<file path="src/rtl/rfr_pkg.sv">
`timescale 1ns / 1ps

package rfr_pkg;

    localparam int MAX_WIDTH   = 64;
    localparam int MAX_HEIGHT  = 64;
    localparam int STORE_DEPTH = MAX_WIDTH * MAX_HEIGHT;
    localparam int ADDR_W      = $clog2(STORE_DEPTH);
    localparam int CNT_W       = ADDR_W + 1;
    localparam int DIM_W       = 7;
    localparam int POS_W       = 6;
    localparam int PIX_W       = 24;
    localparam int CFG_IDX_W   = 2;
    localparam int DIV_CNT_W   = $clog2(ADDR_W);

    // request codes
    localparam logic REQ_LOAD  = 1'b0;
    localparam logic REQ_FETCH = 1'b1;

    // register indexes
    localparam logic [CFG_IDX_W-1:0] CFG_WIDTH    = 2'd0;
    localparam logic [CFG_IDX_W-1:0] CFG_HEIGHT   = 2'd1;
    localparam logic [CFG_IDX_W-1:0] CFG_FLIP     = 2'd2;
    localparam logic [CFG_IDX_W-1:0] CFG_ROTATION = 2'd3;

    // rotation codes
    localparam logic [1:0] ROT_NONE = 2'd0;
    localparam logic [1:0] ROT_CW   = 2'd1;
    localparam logic [1:0] ROT_HALF = 2'd2;
    localparam logic [1:0] ROT_CCW  = 2'd3;

    typedef struct packed {
        logic              start;
        logic [ADDR_W-1:0] dividend;
        logic [DIM_W-1:0]  divisor;
    } div_req_t;

    typedef struct packed {
        logic             done;
        logic [POS_W-1:0] quot;
        logic [POS_W-1:0] rem;
    } div_rsp_t;

endpackage

</file>
<file path="src/rtl/rfr_divider.sv">
`timescale 1ns / 1ps

module rfr_divider
    import rfr_pkg::*;
(
    input  logic     clk,
    input  logic     rst_n,
    input  div_req_t req,
    output div_rsp_t rsp
);

    logic [ADDR_W-1:0]    quo_reg, quo_next;
    logic [POS_W-1:0]     rem_reg, rem_next;
    logic [DIV_CNT_W-1:0] cnt_reg, cnt_next;
    logic                 run_reg, run_next;
    logic                 done_reg, done_next;
    logic [DIM_W-1:0]     trial;
    logic                 fits;

    // one quotient bit per cycle, restoring
    assign trial = {rem_reg, quo_reg[ADDR_W-1]};
    assign fits  = (trial >= req.divisor);

    always_comb
    begin
        quo_next  = quo_reg;
        rem_next  = rem_reg;
        cnt_next  = cnt_reg;
        run_next  = run_reg;
        done_next = 1'b0;
        if (req.start)
        begin
            quo_next = req.dividend;
            rem_next = '0;
            cnt_next = '0;
            run_next = 1'b1;
        end
        else if (run_reg)
        begin
            quo_next = {quo_reg[ADDR_W-2:0], fits};
            rem_next = fits ? POS_W'(trial - req.divisor) : trial[POS_W-1:0];
            cnt_next = cnt_reg + 1'b1;
            if (cnt_reg == DIV_CNT_W'(ADDR_W - 1))
            begin
                run_next  = 1'b0;
                done_next = 1'b1;
            end
        end
    end

    always_ff @(posedge clk or negedge rst_n)
    begin
        if (!rst_n)
        begin
            run_reg  <= 1'b0;
            done_reg <= 1'b0;
            cnt_reg  <= '0;
        end
        else
        begin
            run_reg  <= run_next;
            done_reg <= done_next;
            cnt_reg  <= cnt_next;
        end
    end

    always_ff @(posedge clk)
    begin
        quo_reg <= quo_next;
        rem_reg <= rem_next;
    end

    assign rsp.done = done_reg;
    assign rsp.quot = quo_reg[POS_W-1:0];
    assign rsp.rem  = rem_reg;

endmodule

</file>
<file path="config.mk">
export PLATFORM = sky130hd
export DESIGN_NAME = rfr_divider
export DESIGN_NICKNAME = d
export VERILOG_FILES = /design/src/rtl/rfr_pkg.sv /design/src/rtl/rfr_divider.sv
export SDC_FILE = /design/constraint.sdc
export NUM_CORES = 1
export LEC_CHECK = 0
export ABC_AREA = 1
export BUFFER_PORTS_ARGS = -buffer_cell sky130_fd_sc_hd__buf_2
export CAP_MARGIN = 40
export CORE_MARGIN = 5
export CORE_UTILIZATION = 50
export CTS_BUF_LIST = sky130_fd_sc_hd__clkbuf_4
export CTS_CLUSTER_SIZE = 8
export DETAILED_ROUTE_END_ITERATION = 10
export PLACE_DENSITY = 0.77
export SETUP_SLACK_MARGIN = 0.4
export SYNTH_ARGS = -nofsm -noshare
export SYNTH_HDL_FRONTEND = slang
export SYNTH_SLANG_ARGS = --single-unit
export TNS_END_PERCENT = 20
</file>
<file path="constraint.sdc">
create_clock -name clk -period 1.4 [get_ports clk]
set_input_delay 0.42 -clock clk [delete_from_list [all_inputs] [get_ports clk]]
set_output_delay 0.42 -clock clk [all_outputs]
set_load 0.05 [all_outputs]
</file>
# Word level (Yosys, flattened, before mapping)
# Cells that the tools add are included.
dict set report op_classes {
  n_bitwise 0
  n_mul 0
  n_reduce_logical 1
  div 0
  magnitude_cmp 1
  n_eq_ne 1
  mux 11
  n_shift 0
  addsub 2
}
# cell count
set op_table {}
lappend op_table {{$mux 12} 2}
lappend op_table {{$mux 4} 2}
lappend op_table {{$ge 7x7->1} 1}
lappend op_table {{$mux 1} 6}
lappend op_table {{$mux 6} 1}
lappend op_table {{$sub 6x6->6} 1}
lappend op_table {{$add 4x1->4 const B} 1}
lappend op_table {{$eq 4x4->1 const B} 1}
lappend op_table {{$reduce_bool 2->1} 1}
dict set report word_totals {
  reg_bits 24
  memories 0
  latch_bits 0
  output_inout_bits 13
  ramBits 0
  romBits 0
}

# Logic depth before layout (Yosys ltp)
# Gate-level depths: netlist of run 1.
dict set report logic_depth {
  ltp_word 4
  depth_mapped 10
  depth_no_buf 10
}

# Worst setup path after synthesis of run 1
# No wires, ideal clock.
dict set report synth_path {
  path_type {flip-flop to flip-flop}
  from {register rem_reg[4]}
  to {register quo_reg[0], data pin}
  stages_incl_launch_ff 8
  path_slack_ns -0.494
  setup_time_ns 0.252
  path_buffers 0
  period_less_slack_ns 1.894
  arrival_time_ns 1.642
  cell_sequence {dfxtp_1 -> ha_1 -> nand2_2 -> inv_1 -> a21oi_4 -> nand3_4 -> nand2_1 -> nand2_1}
}
dict set report synth_between {
  elab_chain_cells 3
}
# element line_no
set synth_rtl {}
lappend synth_rtl {{start: declaration} rfr_divider.sv:13} ;# logic [POS_W-1:0] rem_reg, rem_next;
lappend synth_rtl {{start signal: assignment} rfr_divider.sv:70} ;# rem_reg <= rem_next;
lappend synth_rtl {{$ge 7x7->1} rfr_divider.sv:22} ;# assign fits = (trial >= req.divisor);
lappend synth_rtl {{$mux 12} rfr_divider.sv:38} ;# else if (run_reg)
lappend synth_rtl {{$mux 12} rfr_divider.sv:31} ;# if (req.start)
lappend synth_rtl {{net quo_next[0]} rfr_divider.sv:12} ;# logic [ADDR_W-1:0] quo_reg, quo_next;
lappend synth_rtl {{end signal: assignment} rfr_divider.sv:69} ;# quo_reg <= quo_next;
lappend synth_rtl {{end: declaration} rfr_divider.sv:12}
# The timed path passes the listed nets, and every way through them passes these cells. The select of a mux whose other input is x is not followed.
# A chain may end at the register's enable or synchronous reset.

# Worst setup path in the final report of run 1
dict set report layout_path {
  from {register rem_reg[3]}
  to {register quo_reg[0], data pin}
}
# Same word-level chain as after synthesis.

==> metrics.md, run 1 <==
| Metric | Value |
|---|---|
| Global-route wire length before repair | `5380 um` |
| Most frequent cells in the layout | `nand2_1 (69), inv_1 (21), buf_2 (21)` |
| Register Area | `653 um2` |
| Final WS setup | `-0.0785 ns` |
| Synth cell types | `28` |
| CP arrival | `1.56 ns` |
| DIE AREA | `4220 um2` |
| Maximum vdd drop | `0.928 mV` |
| Static Leakage | `0.00110 uW` |
| WP buf/inv | `0` |
| FP Rows | `20` |
| Die width | `65.0 um` |
| Top Family by Delay on Critical Path | `flip-flops` |
| Clk_lat worst skew | `0.32 ns` |
| Synth area leader | `edfxtp_1` |
| Synth top area cells | `edfxtp_1 (24%), nand2_1 (18%), dfrtp_1 (9.9%), dfxtp_1 (7.9%), ha_1 (7.5%)` |
| Final Power | `3360 uW` |
| Max Slew Vio Count | `0` |
| DRC | `0` |
| Fmax | `676 MHz` |
| Largest net degree at the start of global routing | `18` |
| Placement Cell Area | `1910 um2` |
| Root buffer cell | `clkbuf_4` |
| Hold slack | `0.357 ns` |
| Worst-margin pin slew | `0.438 ns` |
| Cell area after synthesis | `1510 um2` |
| Multi-input gate area | `856 um2` |
| Max FFs per register | `12` |
| Reg2reg path depth | `7` |
| DR pass1 iterations | `4` |
| GPL Wtd Cong | `0.813` |
| WS Path Type | `flop to flop` |
| Crit path largest cell delay | `0.38 ns` |
| Crit path cell chain | `ha_4 > nand2_4 > nand2_4 > a21oi_4 > nand3_4 > nand2_1 > nand2_1` |
| Fin crit period | `1.48 ns` |
| H-tree levels | `1` |
| Final Cell Area | `2170 um2` |
| Dpl hpwl | `2530 um` |
| Reg-to-Reg End | `quo_reg[0]` |
| Number of global-route vias before repair | `1,279` |
| Fin nets | `272` |
| Area grow syn2layout | `43.8%` |
| RSZ-0062 raised after global routing | `true` |
| Post-route setup TNS | `-0.323 ns` |
| Die H | `65.0 um` |
| MaxCap Viol Count | `0` |
| Critical path capture point | `quo_reg[0]` |
| I/O Buffers | `34` |
| Syn Area/Cell | `8.00 um2` |
| Post-synthesis register bit count | `24` |
| Status | `finished with violations` |
| Clk slew on worst S/H paths | `0.14 ns` |
| Synth top area share | `23.8%` |
| Warnings, synthesis | `0` |
| Routed WL | `3320 um` |
| Setup crit start kind | `flop` |
| Diode count | `0` |
| Filler cells | `232` |
| Core area | `2980 um2` |
| Post-Syn Instances | `189` |
| Final hold vios | `0` |
| CP required | `1.48 ns` |
| CP Max Fanout | `7` |
| IO Pins | `35` |
| Remaining Overflow, GRT | `0` |
| Logic pwr share | `55.7%` |
| Hold Path Class | `input pin to flop` |
| Clock group share of total power | `14.7%` |
| PwrDens | `1540 nW/um2` |
| Final Skew | `0.0153 ns` |
| Worst reg-to-reg setup slack | `-0.08 ns` |
| Final non-filler cell total | `272` |
| Antenna violations before repair | `0` |
| Syn Nets | `221` |
| Drt wl/cell | `12.2 um` |
| Final setup fails | `7` |
| Sequential group share of total power | `29.6%` |
| Seq/Total Area, Yosys | `41.7%` |
| Int Pwr | `2040 uW` |
| Switching share of power | `39.2%` |
| Share of layout cells above drive strength 1 | `41.4%` |
| Critical-path top delay cell | `dfxtp_4` |
| Critical path depth | `7` |
| Net Sw Power | `1320 uW` |
| Critical Path End Type | `flop` |
| Fin crit share | `106%` |
| Vias | `1,354` |
| Sink Count | `24` |
| Most common cell after layout, fill and taps aside | `nand2_1` |
| CTS Buf Count | `3` |
| Clk buf depth | `2` |
| Antenna-violating nets left | `0` |
| Reg2reg start | `rem_reg[3]` |
| Placed cell count | `263` |
| Iter 0 DRT Violations | `42` |
| Crit path from | `rem_reg[3]` |
| Initial core utilization | `50.8%` |
| Global Route Usage Sum | `16.2%` |
| CTS tree | `yes` |
| Avg Vias per Cell | `4.98` |
| Slew margin rel. | `70.7%` |
| Failing checks | `setup timing` |
==> how the worst min path moves through the flow <==
stage	start	to	slack [ns]	depth (start not counted)
after detailed placement	rst_n	cnt_reg[3]	0.25	1
after CTS	req[15]	quo_reg[8]	0.35	3
after global routing	req[10]	quo_reg[3]	0.35	3
final	req[13]	quo_reg[6]	0.36	3
after floorplan	rst_n	cnt_reg[0]	0.12	0
after global placement	rst_n	cnt_reg[3]	0.25	1
==> worst min-delay path: cells and delay by family <==
| kind | cells | cell delay (ns) |
|---|---|---|
| buffers and inverters | 1 | 0.07 |
| AND/OR/NAND/NOR | 2 | 0.09 |
==> cells by family (layout without fill, tap and decap cells) <==
group / count (synthesis) / in the layout / synth area share, %
compound gates: 5 / 5 / 2.90
xor+xnor: 2 / 2 / 1.16
fa+ha+maj: 10 / 10 / 8.78
buf+inv: 38 / 88 / 11.3
flops: 24 / 24 / 41.7
simple gates: 110 / 110 / 34.2
==> cell type report <==
cell class,count,share of cell area (%)
inverters,28,4.84
clock inverters,1,1.38
multi-input cells,127,39.4
well taps,33,1.90
flip-flops and latches,24,30.1
repair buffers,56,21.4
clock buffers,3,1.04
==> Yosys cell counts (all sizes together) <==
cell / count
a22o: 1
nand3: 14
ha: 9
nor2: 8
o21a: 1
nand2: 75
clkbuf: 2
nand3b: 1
inv: 28
xor2: 2
a31oi: 1
nor3: 2
dfrtp: 6
or2: 1
nand4: 9
edfxtp: 12
dfxtp: 6
a21oi: 2
buf: 8
fa: 1
==> layer usage <==
layer / vias up / share of wire [%] / GRT usage (%) / wire length [um]
met1: 626 / 44 / 20.3 / 1450
met4: 0 / 1.3 / 5.80 / 43
met3: 5 / 3.4 / 2.25 / 112
li1: 696 / - / - / -
met5: - / 0 / 0 / 0
met2: 27 / 52 / 28.1 / 1720
==> through the flow <==
step                setup WS (ns)  utilization (%)
floorplan                  -0.134                -
global placement           -0.247             64.2
detailed placement         -0.261             64.2
CTS                       -0.0717             70.5
global route               -0.151             73.0
finish                    -0.0785             73.0
==> repair_timing <==
action                                  in CTS  in global routing
hold buffers                                 1                  0
gates resized for setup                     32                 14
endpoints found under the setup margin      33                 35
endpoints found under the hold margin        6                  0
buffers inserted                             3                  1
pin swaps                                    9                  6
==> power groups by stage <==
stage / clock network, uW / registers [uW] / logic, uW
after global placement: 0 / 991 / 1520
after global routing: 536 / 1010 / 2030
after CTS: 510 / 993 / 1760
after floorplan: 0 / 1210 / 893
after detailed placement: 0 / 995 / 1550
final: 495 / 992 / 1870
Note: power is estimated with default switching activity, not from simulation.
==> run 2, diff against run 1 <==
Settings changed: CORE_ASPECT_RATIO set to 2, GPL_TIMING_DRIVEN set to 0.
==> run 2 against run 1 <==
  * The run still ends with setup timing left
  * Die area grew 1.6%
  * Cell count is 0.74% lower
  * Sequential share of layout area increased by 0.18 points
  * Clock skew hardly changed
  * Count of clock-buffer cells in the layout is the same
  * Combinational power down 12%
  * Setup slack got worse by 0.051 ns
==> metrics.md, run 2 (synthesized netlist as in run 1, its figures left out) <==
| Metric | Value |
|---|---|
| Antenna-violating nets left | `0` |
| Max FFs per register | `12` |
| Dpl hpwl | `2590 um` |
| DR pass1 iterations | `4` |
| CP Max Fanout | `3` |
| Most frequent cells in the layout | `nand2_1 (69), buf_2 (21), inv_1 (19)` |
| Fin crit share | `109%` |
| WP buf/inv | `1` |
| RSZ-0062 raised after global routing | `true` |
| Remaining Overflow, GRT | `0` |
| Share of layout cells above drive strength 1 | `42.1%` |
| IO Pins | `35` |
| Final Cell Area | `2160 um2` |
| MaxCap Viol Count | `0` |
| Maximum vdd drop | `1.18 mV` |
| Clk_lat worst skew | `0.31 ns` |
| DRC | `0` |
| Area grow syn2layout | `43.2%` |
| Final non-filler cell total | `270` |
| Global Route Usage Sum | `16.5%` |
| CTS Buf Count | `3` |
| Fmax | `654 MHz` |
| Placement Cell Area | `1830 um2` |
| Status | `finished with violations` |
| Final Util | `73.6%` |
| WS Path Type | `flop to flop` |
| Most common cell after layout, fill and taps aside | `nand2_1` |
| Fin crit period | `1.53 ns` |
| Core area | `2940 um2` |
| H-tree levels | `1` |
| Fin nets | `273` |
| DIE AREA | `4290 um2` |
| Final Skew | `0.0155 ns` |
| CTS tree | `yes` |
| Max Slew Vio Count | `0` |
| Critical-path top delay cell | `edfxtp_1` |
| Setup crit start kind | `flop` |
| Critical Path End Type | `flop` |
| Antenna violations before repair | `0` |
| Final hold vios | `0` |
| GPL Wtd Cong | `0.793` |
| Clk buf depth | `2` |
| Crit path cell chain | `inv_2 > ha_4 > fa_2 > nand3b_1 > nand4_1 > nand3_2 > nand3_2 > nand2_1` |
| Avg Vias per Cell | `5.01` |
| Final setup fails | `13` |
| PwrDens | `1460 nW/um2` |
| Vias | `1,352` |
| Slew margin rel. | `74.9%` |
| Diode count | `0` |
| I/O Buffers | `33` |
| Sink Count | `24` |
| Routed WL | `3380 um` |
| Post-route setup TNS | `-0.588 ns` |
| Clk slew on worst S/H paths | `0.13 ns` |
| Number of global-route vias before repair | `1,374` |
| Failing checks | `setup timing` |
| FP Rows | `28` |
| Static Leakage | `0.00108 uW` |
| Final WS setup | `-0.130 ns` |
| Largest net degree at the start of global routing | `15` |
| Hold slack | `0.363 ns` |
| Hold Path Class | `input pin to flop` |
| CP most frequent cell | `nand3_2` |
| Initial core utilization | `51.4%` |
| Top Family by Delay on Critical Path | `simple AND/OR/NAND/NOR gates` |
| Root buffer cell | `clkbuf_4` |
| Die width | `48.9 um` |
| Global-route wire length before repair | `5690 um` |
| Drt wl/cell | `12.5 um` |
| Filler cells | `222` |
| Crit path largest cell delay | `0.36 ns` |
| CP arrival | `1.74 ns` |
| Iter 0 DRT Violations | `18` |
| Worst-margin pin slew | `0.377 ns` |
| CP required | `1.61 ns` |
| Placed cell count | `252` |
| Die H | `87.8 um` |
[run 2: worst reg2reg max path: cells and delay by family (launching register included)]
family / cells / cell delay, ns
simple gates: 5 / 0.52
fa+ha+maj: 2 / 0.50
flops: 1 / 0.36
buf+inv: 1 / 0.06
[run 2: worst paths after layout]
kind / slack (ns) / endpoint / from / cells past startpoint
worst max-delay path: -0.13 / rem_reg[4] / quo_reg[11] / 8
worst min-delay path: 0.36 / quo_reg[10] / req[17] / 3
worst max register to register: -0.13 / rem_reg[4] / quo_reg[11] / 8
worst min register to register: 0.51 / rem_reg[0] / rem_reg[0] / 2
max in group asynchronous: 0.81 / run_reg / rst_n / 2
min in group asynchronous: 0.44 / done_reg / rst_n / 2
[run 2: layout make-up]
cell class | instances | area, um2 | share of cell area, %
sequential | 24 | 654 | 30.2
multi-input combinational | 127 | 846 | 39.1
tap | 30 | 37.5 | 1.73
timing repair buffer | 47 | 392 | 18.1
inverter | 28 | 109 | 5.03
clock inverter | 1 | 30.0 | 1.39
clock buffer | 3 | 22.5 | 1.04
buffer | 10 | 73.8 | 3.41
[run 2: power breakdown]
part | switching [uW] | leakage (uW) | total [uW] | internal, uW
registers | 124 | 0.000262 | 1010 | 887
clock network | 198 | 0.0000279 | 487 | 289
logic | 929 | 0.000792 | 1650 | 723
total | 1250 | 0.00108 | 3150 | 1900
[run 2: stage by stage]
stage               power [uW]  setup slack (ns)
finish                    3150            -0.130
global route              3360            -0.233
CTS                       3060            -0.117
detailed placement        2380            -0.371
global placement          2360            -0.348
floorplan                 2100            -0.134
[run 2: layer usage]
metal | up-vias | global-route usage (%) | share of wire (%) | routed length, um
met3 | 6 | 2.56 | 4.7 | 160
met2 | 32 | 34.0 | 61 | 2050
met4 | 0 | 7.11 | 2.0 | 68
li1 | 702 | - | - | -
met1 | 612 | 15.0 | 33 | 1100
met5 | - | 0 | 0 | 0
[run 2: repair_timing]
| action | 4_1_cts | 5_1_grt |
|---|---|---|
| pin swaps | 12 | 3 |
| gates resized for setup | 37 | 15 |
| setup endpoints to repair | 34 | 46 |
| hold buffers | 1 | 0 |
| hold endpoints to repair | 6 | 0 |
| buffers inserted | 8 | 5 |
